## src/rtl/mprc_pkg.sv

```systemverilog
// ----------------------------------------------------------------------------
// mprc_pkg
// Shared types, widths and constants for the multi-press relay controller.
// ----------------------------------------------------------------------------
`default_nettype none

package mprc_pkg;

	// Elapsed-time counters and the release counter.
	localparam int TIMER_BITS = 16;
	localparam int COUNT_BITS = 8;

	// Register widths.
	localparam int DEB_W    = 10;
	localparam int MS_W     = 16;
	localparam int TARGET_W = 8;

	// Compare widths wide enough for both a counter and a register.
	localparam int CMP_W  = (TIMER_BITS > MS_W) ? TIMER_BITS : MS_W;
	localparam int CCMP_W = (COUNT_BITS > TARGET_W) ? COUNT_BITS : TARGET_W;

	// Configuration port.
	localparam int CFG_IDX_W  = 3;
	localparam int CFG_DATA_W = 16;

	typedef enum logic [CFG_IDX_W-1:0] {
		REG_DEBOUNCE  = 3'd0,
		REG_RELAY_ON  = 3'd1,
		REG_TARGET    = 3'd2,
		REG_WINDOW    = 3'd3,
		REG_ENABLE    = 3'd4,
		REG_HOLD      = 3'd5
	} reg_idx_t;

	// Register reset values, also loaded when a write would give a useless value.
	localparam logic [DEB_W-1:0]    DEBOUNCE_RST = 10'd50;
	localparam logic [MS_W-1:0]     RELAY_ON_RST = 16'd4000;
	localparam logic [TARGET_W-1:0] TARGET_RST   = 8'd5;
	localparam logic [MS_W-1:0]     WINDOW_RST   = 16'd4000;
	localparam logic [MS_W-1:0]     HOLD_RST     = 16'd8000;

	// Remaining hold time thresholds for the blink stages.
	localparam logic [MS_W-1:0] LEFT_FAST   = 16'd2000;
	localparam logic [MS_W-1:0] LEFT_MEDIUM = 16'd4000;
	localparam logic [MS_W-1:0] LEFT_SLOW   = 16'd6000;

	typedef enum logic [1:0] {
		OP_TICK = 2'd0,
		OP_ON   = 2'd1,
		OP_OFF  = 2'd2
	} op_t;

	typedef enum logic [1:0] {
		BLINK_NONE   = 2'd0,
		BLINK_SLOW   = 2'd1,
		BLINK_MEDIUM = 2'd2,
		BLINK_FAST   = 2'd3
	} blink_t;

	typedef struct packed {
		logic [DEB_W-1:0]    debounce_ms;
		logic [MS_W-1:0]     relay_on_ms;
		logic [TARGET_W-1:0] press_target;
		logic [MS_W-1:0]     press_window_ms;
		logic                system_enabled;
		logic [MS_W-1:0]     reset_hold_ms;
	} cfg_t;

	// Packed with the last field in the lowest bits, so the struct is tdata as is.
	typedef struct packed {
		logic [7:0] presses_so_far;
		logic       relay_expired;
		logic       window_expired;
		logic       opened_by_presses;
		logic       press_notice;
		logic       reset_fire;
		blink_t     blink_stage;
		logic       relay_state;
	} result_t;

endpackage

`default_nettype wire

```

## src/rtl/mprc_cfg.sv

```systemverilog
// ----------------------------------------------------------------------------
// mprc_cfg
// Configuration register file; replaces out-of-range writes by defaults.
// ----------------------------------------------------------------------------
`default_nettype none

module mprc_cfg (
	input  wire logic                            clk,
	input  wire logic                            arst_n,
	input  wire logic                            wr_en,
	input  wire logic [mprc_pkg::CFG_IDX_W-1:0]  wr_index,
	input  wire logic [mprc_pkg::CFG_DATA_W-1:0] wr_data,
	output mprc_pkg::cfg_t                       cfg
);
	import mprc_pkg::*;

	cfg_t cfg_q;

	always_ff @(posedge clk or negedge arst_n) begin
		if (!arst_n) begin
			cfg_q.debounce_ms     <= DEBOUNCE_RST;
			cfg_q.relay_on_ms     <= RELAY_ON_RST;
			cfg_q.press_target    <= TARGET_RST;
			cfg_q.press_window_ms <= WINDOW_RST;
			cfg_q.system_enabled  <= 1'b1;
			cfg_q.reset_hold_ms   <= HOLD_RST;
		end else if (wr_en) begin
			unique case (reg_idx_t'(wr_index))
				REG_DEBOUNCE: begin
					cfg_q.debounce_ms <= wr_data[DEB_W-1:0];
				end
				REG_RELAY_ON: begin
					cfg_q.relay_on_ms <= (wr_data == '0) ? RELAY_ON_RST : wr_data;
				end
				REG_TARGET: begin
					cfg_q.press_target <= (wr_data[TARGET_W-1:1] == '0) ? TARGET_RST
						: wr_data[TARGET_W-1:0];
				end
				REG_WINDOW: begin
					cfg_q.press_window_ms <= (wr_data == '0) ? WINDOW_RST : wr_data;
				end
				REG_ENABLE: begin
					cfg_q.system_enabled <= wr_data[0];
				end
				REG_HOLD: begin
					cfg_q.reset_hold_ms <= wr_data;
				end
				default: begin
				end
			endcase
		end
	end

	assign cfg = cfg_q;

endmodule

`default_nettype wire

```

## src/rtl/mprc_core.sv

```systemverilog
// ----------------------------------------------------------------------------
// mprc_core
// Controller state and the update it makes for one item.
// ----------------------------------------------------------------------------
`default_nettype none

module mprc_core (
	input  wire logic    clk,
	input  wire logic    arst_n,
	input  wire mprc_pkg::cfg_t cfg,
	input  wire logic    step,
	input  wire mprc_pkg::op_t  op,
	input  wire logic    button,
	output mprc_pkg::result_t res
);
	import mprc_pkg::*;

	logic                  stable_q,   stable_d;
	logic [DEB_W-1:0]      quiet_q,    quiet_d;
	logic                  hold_act_q, hold_act_d;
	logic [TIMER_BITS-1:0] hold_tmr_q, hold_tmr_d;
	logic                  relay_q,    relay_d;
	logic                  rly_act_q,  rly_act_d;
	logic [TIMER_BITS-1:0] rly_tmr_q,  rly_tmr_d;
	logic                  win_act_q,  win_act_d;
	logic [TIMER_BITS-1:0] win_tmr_q,  win_tmr_d;
	logic [COUNT_BITS-1:0] count_q,    count_d;

	logic fire, notice, opened, wexp, rexp;
	logic [CMP_W-1:0]  left;
	logic [CCMP_W-1:0] count_ext;

	function automatic logic [TIMER_BITS-1:0] tinc(input logic [TIMER_BITS-1:0] v);
		return (&v) ? v : v + TIMER_BITS'(1);
	endfunction

	function automatic logic tge(input logic [TIMER_BITS-1:0] t, input logic [MS_W-1:0] c);
		return CMP_W'(t) >= CMP_W'(c);
	endfunction

	always_comb begin
		stable_d   = stable_q;
		quiet_d    = quiet_q;
		hold_act_d = hold_act_q;
		hold_tmr_d = hold_tmr_q;
		relay_d    = relay_q;
		rly_act_d  = rly_act_q;
		rly_tmr_d  = rly_tmr_q;
		win_act_d  = win_act_q;
		win_tmr_d  = win_tmr_q;
		count_d    = count_q;
		fire   = 1'b0;
		notice = 1'b0;
		opened = 1'b0;
		wexp   = 1'b0;
		rexp   = 1'b0;

		if (step) begin
			unique case (op)
				OP_ON, OP_OFF: begin
					if (relay_q != (op == OP_ON)) begin
						win_act_d = 1'b0;
						win_tmr_d = '0;
						count_d   = '0;
						relay_d   = (op == OP_ON);
						rly_tmr_d = '0;
						rly_act_d = (op == OP_ON);
					end
				end
				OP_TICK: begin
					if (hold_act_q) hold_tmr_d = tinc(hold_tmr_q);
					if (rly_act_q) rly_tmr_d = tinc(rly_tmr_q);
					if (win_act_q) win_tmr_d = tinc(win_tmr_q);
					quiet_d = (&quiet_q) ? quiet_q : quiet_q + DEB_W'(1);

					if (hold_act_q && tge(hold_tmr_d, cfg.reset_hold_ms)) begin
						hold_act_d = 1'b0;
						hold_tmr_d = '0;
						fire       = 1'b1;
					end
					if (rly_act_q && tge(rly_tmr_d, cfg.relay_on_ms)) begin
						rly_act_d = 1'b0;
						rly_tmr_d = '0;
						relay_d   = 1'b0;
						rexp      = 1'b1;
					end

					// Any raw change restarts the quiet window, accepted or not.
					if (button != stable_q) begin
						if (quiet_d > cfg.debounce_ms) begin
							stable_d   = button;
							hold_act_d = button;
							hold_tmr_d = '0;
							if (button) begin
								notice = !win_act_d;
							end else if (cfg.system_enabled) begin
								if (!win_act_d) begin
									win_act_d = 1'b1;
									win_tmr_d = '0;
									count_d   = '0;
								end
								count_d = (&count_d) ? count_d : count_d + COUNT_BITS'(1);
								if (CCMP_W'(count_d) >= CCMP_W'(cfg.press_target)) begin
									if (!relay_d) begin
										relay_d   = 1'b1;
										rly_tmr_d = '0;
										rly_act_d = 1'b1;
									end
									win_act_d = 1'b0;
									win_tmr_d = '0;
									count_d   = '0;
									opened    = 1'b1;
								end
							end
						end
						quiet_d = '0;
					end

					if (cfg.system_enabled && win_act_d &&
							tge(win_tmr_d, cfg.press_window_ms)) begin
						win_act_d = 1'b0;
						win_tmr_d = '0;
						count_d   = '0;
						wexp      = 1'b1;
					end
				end
				default: begin
				end
			endcase
		end
	end

	always_ff @(posedge clk or negedge arst_n) begin
		if (!arst_n) begin
			stable_q   <= 1'b0;
			quiet_q    <= '1;
			hold_act_q <= 1'b0;
			hold_tmr_q <= '0;
			relay_q    <= 1'b0;
			rly_act_q  <= 1'b0;
			rly_tmr_q  <= '0;
			win_act_q  <= 1'b0;
			win_tmr_q  <= '0;
			count_q    <= '0;
		end else begin
			stable_q   <= stable_d;
			quiet_q    <= quiet_d;
			hold_act_q <= hold_act_d;
			hold_tmr_q <= hold_tmr_d;
			relay_q    <= relay_d;
			rly_act_q  <= rly_act_d;
			rly_tmr_q  <= rly_tmr_d;
			win_act_q  <= win_act_d;
			win_tmr_q  <= win_tmr_d;
			count_q    <= count_d;
		end
	end

	// The blink stage reflects the state after this item.
	assign left      = CMP_W'(cfg.reset_hold_ms) - CMP_W'(hold_tmr_d);
	assign count_ext = CCMP_W'(count_d);

	always_comb begin
		res.relay_state       = relay_d;
		res.reset_fire        = fire;
		res.press_notice      = notice;
		res.opened_by_presses = opened;
		res.window_expired    = wexp;
		res.relay_expired     = rexp;
		res.presses_so_far    = count_ext[7:0];
		priority if (!hold_act_d || tge(hold_tmr_d, cfg.reset_hold_ms)) begin
			res.blink_stage = BLINK_NONE;
		end else if (left < CMP_W'(LEFT_FAST)) begin
			res.blink_stage = BLINK_FAST;
		end else if (left < CMP_W'(LEFT_MEDIUM)) begin
			res.blink_stage = BLINK_MEDIUM;
		end else if (left < CMP_W'(LEFT_SLOW)) begin
			res.blink_stage = BLINK_SLOW;
		end else begin
			res.blink_stage = BLINK_NONE;
		end
	end

endmodule

`default_nettype wire

```

## src/rtl/multi_press_relay_controller_unit.sv

```systemverilog
// ----------------------------------------------------------------------------
// multi_press_relay_controller_unit
// Debounced multi-press relay controller with long-hold reset detection.
// ----------------------------------------------------------------------------
// Input items arrive on the s_axis channel: tuser carries the operation
// (millisecond tick, remote on, remote off) and tdata bit 0 the raw button
// sample used on a tick. Each input item produces exactly one status item on
// the m_axis channel with the relay state, blink stage and event pulses.
// An accepted item is held in the input register; once the output register
// is free or being read, the controller state is updated and the status is
// captured in the output register. One item per cycle is taken while
// m_axis_tready stays high; the input register acts as a skid stage, so
// one more item is accepted while a result waits for the receiver. When
// m_axis_tready stays low, both registers fill and s_axis_tready drops until
// the result is taken. Configuration writes on the cfg channel are always
// accepted and take effect on the next item; write them only while no item
// is in flight.
// Reset loads the default register values, releases the relay, clears the
// timers and the press counter and empties both registers.
// ----------------------------------------------------------------------------
`default_nettype none

module multi_press_relay_controller_unit (
	input  wire logic        clk,
	input  wire logic        arst_n,
	input  wire logic        s_axis_tvalid,
	output logic             s_axis_tready,
	input  wire logic [7:0]  s_axis_tdata,   // [0] button_level, [7:1] zero
	input  wire logic [1:0]  s_axis_tuser,   // [1:0] operation
	output logic             m_axis_tvalid,
	input  wire logic        m_axis_tready,
	// [0] relay_state, [2:1] blink_stage, [3] reset_fire, [4] press_notice,
	// [5] opened_by_presses, [6] window_expired, [7] relay_expired,
	// [15:8] presses_so_far
	output logic [15:0]      m_axis_tdata,
	input  wire logic        cfg_valid,
	output logic             cfg_ready,
	input  wire logic [2:0]  cfg_index,
	input  wire logic [15:0] cfg_data
);
	import mprc_pkg::*;

	cfg_t    cfg;
	result_t res;
	result_t res_q;
	logic    out_vld_q;
	logic    vld_s1;
	op_t     op_s1;
	logic    btn_s1;
	logic    advance;

	assign cfg_ready = 1'b1;

	mprc_cfg u_cfg (
		.clk      (clk),
		.arst_n   (arst_n),
		.wr_en    (cfg_valid),
		.wr_index (cfg_index),
		.wr_data  (cfg_data),
		.cfg      (cfg)
	);

	assign advance       = vld_s1 && (!out_vld_q || m_axis_tready);
	assign s_axis_tready = !vld_s1 || advance;

	always_ff @(posedge clk or negedge arst_n) begin
		if (!arst_n) begin
			vld_s1 <= 1'b0;
		end else if (s_axis_tready) begin
			vld_s1 <= s_axis_tvalid;
		end
	end

	always_ff @(posedge clk) begin
		if (s_axis_tvalid && s_axis_tready) begin
			op_s1  <= op_t'(s_axis_tuser);
			btn_s1 <= s_axis_tdata[0];
		end
	end

	mprc_core u_core (
		.clk    (clk),
		.arst_n (arst_n),
		.cfg    (cfg),
		.step   (advance),
		.op     (op_s1),
		.button (btn_s1),
		.res    (res)
	);

	always_ff @(posedge clk or negedge arst_n) begin
		if (!arst_n) begin
			out_vld_q <= 1'b0;
		end else if (advance) begin
			out_vld_q <= 1'b1;
		end else if (m_axis_tready) begin
			out_vld_q <= 1'b0;
		end
	end

	always_ff @(posedge clk) begin
		if (advance) begin
			res_q <= res;
		end
	end

	assign m_axis_tvalid = out_vld_q;
	assign m_axis_tdata  = res_q;

endmodule

`default_nettype wire

```

## config.mk

```make
export PLATFORM = sky130hd
export DESIGN_NAME = multi_press_relay_controller_unit
export DESIGN_NICKNAME = d
export VERILOG_FILES = /design/src/rtl/mprc_pkg.sv /design/src/rtl/mprc_cfg.sv /design/src/rtl/mprc_core.sv /design/src/rtl/multi_press_relay_controller_unit.sv
export SDC_FILE = /design/constraint.sdc
export NUM_CORES = 1
export LEC_CHECK = 0
export ABC_CLOCK_PERIOD_IN_PS = 5600
export BUFFER_PORTS_ARGS = -buffer_cell sky130_fd_sc_hd__buf_2
export CORE_ASPECT_RATIO = 1.5
export CORE_UTILIZATION = 55
export CTS_CLUSTER_DIAMETER = 200
export DETAILED_ROUTE_END_ITERATION = 6
export HOLD_SLACK_MARGIN = 0.03
export PLACE_DENSITY = 0.73
export SLEW_MARGIN = 0
export SYNTH_ARGS = -nofsm -noshare
export SYNTH_HDL_FRONTEND = slang
export SYNTH_SLANG_ARGS = --single-unit
```

## constraint.sdc

```tcl
create_clock -name clk -period 5.6 [get_ports clk]
set_input_delay 0.28 -clock clk [delete_from_list [all_inputs] [get_ports clk]]
set_output_delay 0.28 -clock clk [all_outputs]
set_load 0.02 [all_outputs]
```

=== Word-level counts from Yosys, hierarchy flattened ===
Index checks and enable logic that the tools add are counted.

* Register bits after elaboration: 159
* Input port bits: 34
* Output and inout port bits: 19

* Add/sub/neg operators: 6
* Order comparisons: 9
* Equal/unequal tests: 10
* Multiplexer cells: 99
* Bitwise logic cells: 4
* Reductions and logical operators: 36

{| class="wikitable"
|+ Operators by type and width
! cell !! count
|-
| $mux W16 || 33
|-
| $mux W8 || 17
|-
| $ge A16 B16 Y1 || 4
|-
| $pmux W16 S2 || 2
|-
| $add A16 B1 Y16 const B || 3
|-
| $reduce_and A16 Y1 || 3
|-
| $mux W1 || 39
|-
| $mux W10 || 2
|-
| $logic_not A16 Y1 || 1
|-
| $lt A16 B11 Y1 const B || 1
|-
| $lt A16 B12 Y1 const B || 1
|-
| $lt A16 B13 Y1 const B || 1
|-
| $pmux W8 S2 || 1
|-
| $sub A16 B16 Y16 || 1
|-
| $reduce_and A2 Y1 || 7
|-
| $add A10 B1 Y10 const B || 1
|-
| $gt A10 B10 Y1 || 1
|-
| $reduce_and A10 Y1 || 1
|-
| $add A8 B1 Y8 const B || 1
|-
| $ge A8 B8 Y1 || 1
|-
| $reduce_and A4 Y1 || 2
|-
| $reduce_and A8 Y1 || 1
|-
| $logic_not A7 Y1 || 1
|-
| $eq A3 B2 Y1 const B || 2
|-
| 18 further kinds || 37
|}

=== Depth between registers and ports, before layout ===
Gate-level depths: netlist of run 1.

* Depth after elaboration: 22
* Gate-level depth with buffers: 26
* Depth with buffers taken out: 24

=== Modules after synthesis ===
A second synthesis of run 1 with hierarchy kept.

* Cell total of the unflattened synthesis: 1135
* Area, all modules: 10705.3 sq um

{| class="wikitable"
|+ By module, submodules not included
! module !! instances !! cells each !! area each (sq um)
|-
| mprc_core || 1 || 904 || 7280.7
|-
| mprc_cfg || 1 || 202 || 2738.9
|-
| multi_press_relay_controller_unit || 1 || 29 || 685.7
|}

=== Worst setup path after synthesis of run 1 ===
OpenSTA, ideal clock, no wires.

* Kind: register to register
* Start point: reg u_core.quiet_q[3]
* End point: reg res_q (netlist bit m_axis_tdata[1]) (data pin)
* Library setup time: 174 ps
* Arrival: 5866 ps
* Required time: 5426 ps
* Slack: -440 ps
* Stages on the path, launching flop included: 26
* Buffers on the path: 3
* Cells stage by stage: dfstp_2 > buf_2 > and4_1 > and3_1 > and3_1 > clkbuf_1 > nor2_1 > nand3_1 > xnor2_1 > ha_1 > a21oi_1 > o21ai_1 > a2111oi_4 > nor3_1 > or3_4 > buf_6 > o21a_1 > mux2_2 > ha_1 > a21o_1 > nor4_1 > a21bo_2 > o221ai_1 > xnor2_1 > or4b_1 > a311oi_1

* Cells in the longest elaborated chain, start to end: 12
* Elaborated cells on any way between the ends: 22

{| class="wikitable"
|+ RTL lines
! item !! line !! text
|-
| start: declaration || mprc_core.sv:19 || <nowiki>logic [DEB_W-1:0] quiet_q, quiet_d;</nowiki>
|-
| start signal: assignment || mprc_core.sv:147 || <nowiki>quiet_q <= quiet_d;</nowiki>
|-
| $add A10 B1 Y10 / $reduce_and A10 Y1 (equally long branches) || mprc_core.sv:74 || <nowiki>quiet_d = (&quiet_q) ? quiet_q : quiet_q + DEB_W'(1);</nowiki>
|-
| $mux W10 * || mprc_core.sv:74 ||
|-
| $gt A10 B10 Y1 * || mprc_core.sv:90 || <nowiki>if (quiet_d > cfg.debounce_ms) begin</nowiki>
|-
| $mux W16 || mprc_core.sv:90 ||
|-
| $mux W16 || mprc_core.sv:89 || <nowiki>if (button != stable_q) begin</nowiki>
|-
| $mux W16 || mprc_core.sv:59 || <nowiki>unique case (op)</nowiki>
|-
| $mux W16 || mprc_core.sv:58 || <nowiki>if (step) begin</nowiki>
|-
| $sub A16 B16 Y16 || mprc_core.sv:160 || <nowiki>assign left = CMP_W'(cfg.reset_hold_ms) - CMP_W'(hold_tmr_d);</nowiki>
|-
| $lt A16 B13 Y1 || mprc_core.sv:177 || <nowiki>end else if (left < CMP_W'(LEFT_SLOW)) begin</nowiki>
|-
| $mux W1 || mprc_core.sv:177 ||
|-
| $mux W2 || mprc_core.sv:175 || <nowiki>end else if (left < CMP_W'(LEFT_MEDIUM)) begin</nowiki>
|-
| $mux W2 || mprc_core.sv:173 || <nowiki>end else if (left < CMP_W'(LEFT_FAST)) begin</nowiki>
|-
| end signal: assignment || multi_press_relay_controller_unit.sv:103 || <nowiki>res_q <= res;</nowiki>
|-
| end: declaration || multi_press_relay_controller_unit.sv:45 || <nowiki>result_t res_q;</nowiki>
|}

Every way passes the cells marked *; elsewhere a longest branch is shown, timed or not.
A chain may end at the register's enable or synchronous reset.

=== Final worst setup path of run 1 ===
* Start point: reg u_core.hold_tmr_q[1]
* End point: reg res_q (netlist bit m_axis_tdata[1]) (data pin)

* Cells in the longest elaborated chain, start to end: 17
* Elaborated cells on any way between the ends: 28

{| class="wikitable"
|+ RTL lines
! item !! line !! text
|-
| start: declaration || mprc_core.sv:21 || <nowiki>logic [TIMER_BITS-1:0] hold_tmr_q, hold_tmr_d;</nowiki>
|-
| start signal: assignment || mprc_core.sv:149 || <nowiki>hold_tmr_q <= hold_tmr_d;</nowiki>
|-
| $add A16 B1 Y16 / $reduce_and A16 Y1 (equally long branches) || mprc_core.sv:34 || <nowiki>return (&v) ? v : v + TIMER_BITS'(1);</nowiki>
|-
| $mux W16 || mprc_core.sv:34 ||
|-
| $mux W16 || mprc_core.sv:71 || <nowiki>if (hold_act_q) hold_tmr_d = tinc(hold_tmr_q);</nowiki>
|-
| $mux W16 || mprc_core.sv:59 ||
|-
| $mux W16 || mprc_core.sv:58 ||
|-
| $ge A16 B16 Y1 || mprc_core.sv:38 || <nowiki>return CMP_W'(t) >= CMP_W'(c);</nowiki>
|-
| $logic_and A1 B1 Y1 || mprc_core.sv:76 || <nowiki>if (hold_act_q && tge(hold_tmr_d, cfg.reset_hold_ms)) begin</nowiki>
|-
| $mux W16 || mprc_core.sv:76 ||
|-
| $mux W16 || mprc_core.sv:90 ||
|-
| $mux W16 || mprc_core.sv:89 ||
|-
| $mux W16 || mprc_core.sv:59 ||
|-
| $mux W16 || mprc_core.sv:58 ||
|-
| $sub A16 B16 Y16 || mprc_core.sv:160 ||
|-
| $lt A16 B13 Y1 || mprc_core.sv:177 ||
|-
| $mux W1 || mprc_core.sv:177 ||
|-
| $mux W2 || mprc_core.sv:175 ||
|-
| $mux W2 || mprc_core.sv:173 ||
|}

Several ways; a longest one is shown, not always the timed one. The select of a mux whose other input is x is not followed.

==> flow_summary.yaml, run 1 <==
worst_setup_path:
  crit_arrival_ps: 5990
  cp.required_ps: 5870
  r2r-end: "m_axis_tdata[1]$_SDFFCE_PP0P_"
  critical_path.max_fanout: 4
  rr_worst_depth: 24
  path_class: "reg -> reg"
  cp.depth: 24
  slowest_stage: "or4b_4"
  path_delay_family: "compound AO/OA/AOI/OAI gates"
  rr_startpoint: "u_core.hold_tmr_q[1]$_DFF_PN0_"
  path_cells: "buf_4 > buf_4 > nand4_1 > buf_4 > nor4_4 > nand3_1 > mux2i_2 > inv_1 > ha_1 > a21oi_2 > o211ai_1 > a2111oi_4 > nor3_2 > or3_4 > o21a_1 > mux2_4 > ha_4 > o211ai_1 > a21o_1 > a21bo_4 > o21ai_4 > xnor2_2 > or4b_4 > a311oi_2"
  critPathLaunch: "u_core.hold_tmr_q[1]$_DFF_PN0_"
  worst-path-buf-inv: 4
  cp-start-kind: "flip-flop"
  rrSetupSlack_ps: -120
  crit_path_end_kind: "flip-flop"
  max_stage_delay_ps: 540
  crit_top_cell: "buf_4"
detailed_routing:
  route.detailed.drc: 0
  vias: 9066
  detail_route.iter0.violations: 619
  routed_via_density: 5.902
  wl_per_cell_um: 18.20
  dr.pass1.iters: 5
  wirelength_um: 27960
  antenna_left: 0
sta:
  rsz0062_at_grt: "yes"
  postLayoutSetupSlackWorst_ps: -116.9
  maxSlewViolCount: 0
  setup_tns_ps: -158.1
  hold_ws_ps: 51.26
  hold_viol: 0
  finalCritPeriodShare_pct: 102.1
  setup_violations: 2
  maxSlewHeadroom_pct: 30.94
  fmax_mhz: 174.9
  worstMarginPinSlew_ps: 1030
  finClkSkew_ps: 11.57
  period_needed_ps: 5717
synthesis:
  syn_nets: 1255
  ys_types: 74
  synth_compound_area_share_pct: 18.34
  synth_top_family_by_area: "compound AO/OA/AOI/OAI gates"
  syn_area_per_cell_um2: 9.225
  synthAdderAreaFrac_pct: 10.79
  ys_seq_area_share_pct: 39.45
  async_flop_share_pct: 88.05
  synth_cells: 1131
  synth_flop_cell: "dfrtp_1"
  synth-xor-area-share_pct: 4.533
  synth_simple_gate_area_share_pct: 16.93
  ys_warn_count: 0
  muxShareOfSynthArea_pct: 4.233
  synth_enable_flop_cells: 19
  syn_area_um2: 10430
  ys_ff_latch: 159
layout:
  n_fill_cell: 1433
  mostFrequentLayoutCells: "inv_1 (113), nand2_1 (107), dfrtp_1 (106)"
  fin_util_pct: 68.54
  final_common_cell: "inv_1"
  fin_area_um2: 12710
  seq_area_um2: 4116
  drive_gt1_share_pct: 25.62
  final_net_count: 1395
  multi_input_comb_area_um2: 6147
  syn_to_final_growth_pct: 21.82
  layoutNonFillerInstCount: 1536
  n_antenna_cell: 0
worst_hold_path:
  hold_end: "vld_s1$_DFFE_PN0N_"
  hold_class: "in -> reg"
  hp-start: "s_axis_tvalid"
  worstHoldPathCells: 2
floorplanning:
  die-area_um2: 19540
  die_w_um: 114.5
  dieHeight_um: 170.7
  initial_core_util_pct: 56.26
  fp.coreArea_um2: 18550
  io_pins: 53
  fp-row-count: 61
clocking:
  root_buffer: "clkbuf_16"
  cts_inserted_buffers: 17
  clock_latency_ps: 440
  cts_sinks: 159
  cts_tree: "done"
  htree_levels: 4
  clk_pin_slew_ps: 70
  clockBufferDepth: 2
power_and_ir_drop:
  power_mw: 3.944
  leakage_nw: 5.686
  power_density_nw_per_um2: 310.3
  peakVddDrop_mv: 0.2625
global_routing:
  grt.overflow.total: 0
  grt_max_degree: 102
  grt_first_pass_wirelength_um: 44440
  antenna_found_initial: 0
  grt.total_usage_pct: 29.87
  grt_pass1_vias: 9059
placement:
  place_area_um2: 11590
  dp_cells: 1480
  gp_congestion: 0.9093
  portBuffers: 44
  post-place-ws_ps: -326.2
  dp_hpwl_um: 20070
run:
  drv_cap: 0
run_status:
  status: "complete, but fails checks"
  violations: "negative setup slack"
-- state kept, by name, summed over array words and instances, names as in the netlist, 2 cells and up --
signal and cells:
u_core.rly_tmr_q 16, u_core.hold_tmr_q 16, u_core.count_q 8, u_cfg.cfg 67, op_s1 2, m_axis_tdata 16
u_core.quiet_q 10, u_core.win_tmr_q 16
-- kinds of logic (layout without fill, tap and decap cells) --
logic type | after synthesis | in the layout
AO/OA/AOI/OAI | 276 | 276
XOR/XNOR | 54 | 54
adder cells (fa/ha/maj) | 90 | 90
buffers and inverters | 151 | 304
flip-flops | 159 | 159
multiplexers | 40 | 40
other | 1 | 1
AND/OR/NAND/NOR | 360 | 360
-- how the worst max path moves through the flow --
stage / to
6_report: m_axis_tdata[1]$_SDFFCE_PP0P_
5_1_grt: m_axis_tdata[1]$_SDFFCE_PP0P_
4_1_cts: m_axis_tdata[1]$_SDFFCE_PP0P_
3_5_place_dp: m_axis_tdata[2]$_SDFFCE_PP0P_
3_3_place_gp: m_axis_tdata[2]$_SDFFCE_PP0P_
2_1_floorplan: m_axis_tdata[1]$_SDFFCE_PP0P_
-- cell usage after synthesis (4+ instances only) --
library cell	instances	area (um^2)
o21ai_0	67	335.3
inv_1	114	427.9
nand3_1	32	160.2
nand2_1	109	409.1
xor2_1	14	122.6
o22ai_1	5	31.28
and3_1	11	68.82
a41oi_1	6	52.55
nand4_1	31	193.9
and2_1	12	75.07
a21o_1	10	75.07
xnor2_1	40	350.3
mux2i_1	7	70.07
o21a_1	20	150.1
clkbuf_1	24	90.09
nand4b_1	4	35.03
mux2_2	33	371.6
nor3_1	24	120.1
nand2b_1	11	68.82
nor2_1	82	307.8
o31ai_1	14	105.1
o2bb2ai_1	7	61.31
nor2b_1	6	37.54
or3_1	10	62.56
o21ai_1	5	25.02
ha_1	90	1126
o211ai_1	9	67.56
buf_2	9	45.04
a22o_1	26	227.7
a21oi_1	51	255.2
nor4_1	6	37.54
a211oi_1	10	75.07
and4_1	7	61.31
dfstp_2	34	893.4
dfrtp_1	106	2653
a31oi_1	11	68.82
edfxtp_1	19	570.6
-- per-layer routing --
layer	part of all wire, %	wire [um]	GRT usage [%]
met5	0	0	0
met4	4.7	1325	17.11
met3	3.0	840	3.719
met2	53	14710	54.02
met1	40	11080	33.55
-- worst reg2reg max path: cells and delay by family (launching register included) --
kind	cells	cell delay (ps)
XOR/XNOR	1	110
AND/OR/NAND/NOR	6	1460
multiplexers	2	520
AO/OA/AOI/OAI	9	1960
buffers and inverters	4	510
flip-flops	1	410
adder cells (fa/ha/maj)	2	590
-- final cells by class --
type | instances | area share (%)
Clock inverter | 11 | 0.6103
Sequential cell | 159 | 32.39
Clock buffer | 21 | 3.869
Multi-Input combinational cell | 821 | 48.36
Tap cell | 252 | 2.481
Inverter | 115 | 3.445
Timing Repair Buffer | 157 | 8.849
-- power breakdown --
part	switching, mW	internal, mW
Clock	0.497	0.631
Sequential	0.121	1.35
Combinational	0.726	0.618
Total	1.34	2.60
-- timing repair --
action,CTS,global route
hold buffers,4,0
hold endpoints to repair,69,0
buffers inserted,11,10
endpoints found under the setup margin,31,36
pin swaps,10,17
resized for setup,31,39
No activity file was read; power rests on OpenSTA's default activity.
==> run 2: changes to the inputs <==
--- a/config.mk
+++ b/config.mk
@@ -5,6 +5,7 @@
 export SDC_FILE = /design/constraint.sdc
 export NUM_CORES = 1
 export LEC_CHECK = 0
+export ABC_AREA = 1
 export ABC_CLOCK_PERIOD_IN_PS = 5600
 export BUFFER_PORTS_ARGS = -buffer_cell sky130_fd_sc_hd__buf_2
 export CORE_ASPECT_RATIO = 1.5
@@ -12,7 +13,7 @@
 export CTS_CLUSTER_DIAMETER = 200
 export DETAILED_ROUTE_END_ITERATION = 6
 export HOLD_SLACK_MARGIN = 0.03
-export PLACE_DENSITY = 0.73
+export PLACE_DENSITY = 0.72
 export SLEW_MARGIN = 0
 export SYNTH_ARGS = -nofsm -noshare
 export SYNTH_HDL_FRONTEND = slang
==> run 2 against run 1 <==
- the flow now finishes without violations
- fmax up 11%
- cell area up 0.97%
- via count is 15% higher
- core utilization fell by 5.4 points
- count of clock-buffer cells in the layout shrank 1
- routed wire length increased by 7.0%
- non-clock buffer count decreased by 84
- die area up 9.3%
- clock skew down 2.9 ps
- clock power up 12%
- global-route usage fell by 0.69 points
- synthesized cell count up 40%
==> flow_summary.yaml, run 2 <==
worst_setup_path:
  max_stage_delay_ps: 410
  cp-start-kind: "flip-flop"
  path_class: "reg -> reg"
  crit_arrival_ps: 5470
  slowest_stage: "dfrtp_1"
  crit_path_end_kind: "flip-flop"
  cp.required_ps: 5920
  crit_top_cell: "nand2_1"
  critical_path.max_fanout: 7
detailed_routing:
  detail_route.iter0.violations: 509
  routed_via_density: 5.411
  wirelength_um: 29900
  vias: 10380
  route.detailed.drc: 0
  wl_per_cell_um: 15.58
  antenna_left: 0
  dr.pass1.iters: 5
global_routing:
  grt_first_pass_wirelength_um: 48270
  grt.overflow.total: 0
  grt.total_usage_pct: 29.17
  grt_max_degree: 90
  grt_pass1_vias: 10120
  antenna_found_initial: 0
synthesis:
  ys_warn_count: 0
  synth_top_area_cell: "dfrtp_1"
  syn_area_per_cell_um2: 7.183
  synthTopCellsByCount: "nand2_1 (418), inv_1 (281), o21ai_0 (129)"
  ys_ff_latch: 159
  syn_area_um2: 11410
  async_flop_share_pct: 88.05
  synth_flop_cell: "dfrtp_1"
  synth_top_area_share_pct: 23.24
  ys_types: 54
  synth_enable_flop_cells: 19
  yosysMostFrequentCell: "nand2_1"
  synth_cells: 1589
  synth_area_leaders: "dfrtp_1 (23%), nand2_1 (14%), ha_1 (9.9%)"
  ys_seq_area_share_pct: 36.07
  syn_nets: 1713
clocking:
  root_buffer: "clkbuf_16"
  cts_sinks: 159
  htree_levels: 4
  cts_inserted_buffers: 17
  clk_pin_slew_ps: 60
  clock_latency_ps: 440
  clockBufferDepth: 2
  cts_tree: "done"
floorplanning:
  die_w_um: 119.6
  fp-row-count: 64
  die-area_um2: 21340
  fp.coreArea_um2: 20340
  io_pins: 53
  initial_core_util_pct: 56.11
  dieHeight_um: 178.4
layout:
  mostFrequentLayoutCells: "nand2_1 (411), inv_1 (281), o21ai_0 (128)"
  final_net_count: 1766
  n_fill_cell: 1877
  drive_gt1_share_pct: 13.35
  final_common_cell: "nand2_1"
  seq_area_um2: 4118
  multi_input_comb_area_um2: 6213
  syn_to_final_growth_pct: 12.45
  largest_register_ffs: 67
  n_antenna_cell: 0
  fin_util_pct: 63.10
placement:
  dp_hpwl_um: 22950
  portBuffers: 44
  gp_congestion: 0.9024
sta:
  finClkSkew_ps: 8.669
  fmax_mhz: 194.0
  worstMarginPinSlew_ps: 857.4
  setup_tns_ps: 0
  period_needed_ps: 5155
  rsz0062_at_grt: "no"
  maxSlewHeadroom_pct: 42.70
  maxSlewViolCount: 0
  finalCritPeriodShare_pct: 92.05
  hold_viol: 0
  setup_violations: 0
power_and_ir_drop:
  p_switching_mw: 2.234
  comb_power_share_pct: 44.9
  peakVddDrop_mv: 0.2420
  power_density_nw_per_um2: 413.3
  switching_share_pct: 42.11
  internal-power_mw: 3.071
  power_frac_seq_pct: 31.1
  leakage_nw: 6.513
  p_clk_share_pct: 23.9
run:
  drv_cap: 0
run_status:
  status: "finished, final reports clean"
worst_hold_path:
  hold_class: "in -> reg"
==> run 2: cell count changes in the layout (fill, tap and decap cells not counted), moves of 21 or more <==
cell,before,now
buf_4,103,22
nand2_1,107,411
inv_1,113,281
mux2_2,32,0
nand3_1,30,101
xnor2_1,37,9
xor2_1,13,34
a22o_1,26,1
nor2_2,1,23
o21ai_0,67,128
==> run 2: through the flow <==
step / worst slack (ps) / hold WS (ps) / std cells / power, mW / cell area [um^2]
finish: 445.2 / 82.40 / 1919 / 5.305 / 12830
global route: 17.42 / 91.28 / 1919 / 5.725 / 12830
CTS: 51.96 / 73.89 / 1913 / 5.178 / 12600
detailed placement: 94.73 / 412.6 / 1877 / 3.891 / 11920
global placement: 216.7 / 410.8 / 1877 / 3.828 / 11920
floorplan: 1053 / -15.59 / 1589 / 3.294 / 11410
==> run 2: final timing paths <==
| path | start | to | slack, ps | cells after the start |
|---|---|---|---|---|
| hold reg to reg | u_cfg.cfg[43]$_DFFE_PN0P_ | u_cfg.cfg[43]$_DFFE_PN0P_ | 490 | 2 |
| setup / recovery | u_core.hold_tmr_q[0]$_DFF_PN0_ | m_axis_tdata[1]$_SDFFCE_PP0P_ | 450 | 36 |
| max in group asynchronous | arst_n | u_core.hold_tmr_q[1]$_DFF_PN0_ | 3880 | 3 |
| hold / removal | s_axis_tvalid | vld_s1$_DFFE_PN0N_ | 80 | 3 |
| min in group asynchronous | arst_n | u_core.hold_tmr_q[14]$_DFF_PN0_ | 500 | 2 |
| setup reg to reg | u_core.hold_tmr_q[0]$_DFF_PN0_ | m_axis_tdata[1]$_SDFFCE_PP0P_ | 450 | 36 |
==> run 2: layout make-up <==
type / count / area share (%)
multi-input combinational: 1107 / 48.41
sequential: 159 / 32.08
inverter: 284 / 8.325
timing repair buffer: 73 / 3.626
clock buffer: 20 / 3.558
tap: 264 / 2.574
clock inverter: 12 / 1.423
==> run 2: logic make-up after synthesis <==
group / Yosys count / synth area share [%]
simple gates: 733 / 28.14
compound gates: 240 / 11.51
other cells: 1 / 0.03286
xor+xnor: 43 / 3.300
buf+inv: 323 / 11.08
fa+ha+maj: 90 / 9.866
flops: 159 / 36.07
==> run 2: power by group through the flow <==
stage               Combinational, mW  Sequential (mW)  Clock, mW
detailed placement               2.24             1.65          0
global placement                 2.18             1.65          0
global route                     2.72             1.68       1.32
floorplan                        1.69             1.60          0
finish                           2.38             1.65       1.27
CTS                              2.26             1.64       1.28
==> run 2: what timing repair did <==
action,in CTS,in global routing
endpoints found under the setup margin,0,2
setup buffers,0,5
endpoints found under the hold margin,74,0
hold buffers,4,0
gates resized for setup,0,47
==> run 2: worst max-delay path: cells and delay by family (launching register included) <==
kind | cells | cell delay (ps)
adder cells (fa/ha/maj) | 3 | 820
AO/OA/AOI/OAI | 7 | 1110
flip-flops | 1 | 410
buffers and inverters | 5 | 570
AND/OR/NAND/NOR | 21 | 2130
==> run 2: per-layer routing <==
metal	vias up	part of all wire [%]	wire (um)	GRT usage (%)
li1	5209	-	-	-
met1	4867	38	11380	30.62
met2	222	54	16150	55.35
met3	86	3.1	921	4.668
met4	0	4.9	1451	15.16
met5	-	0	0	0
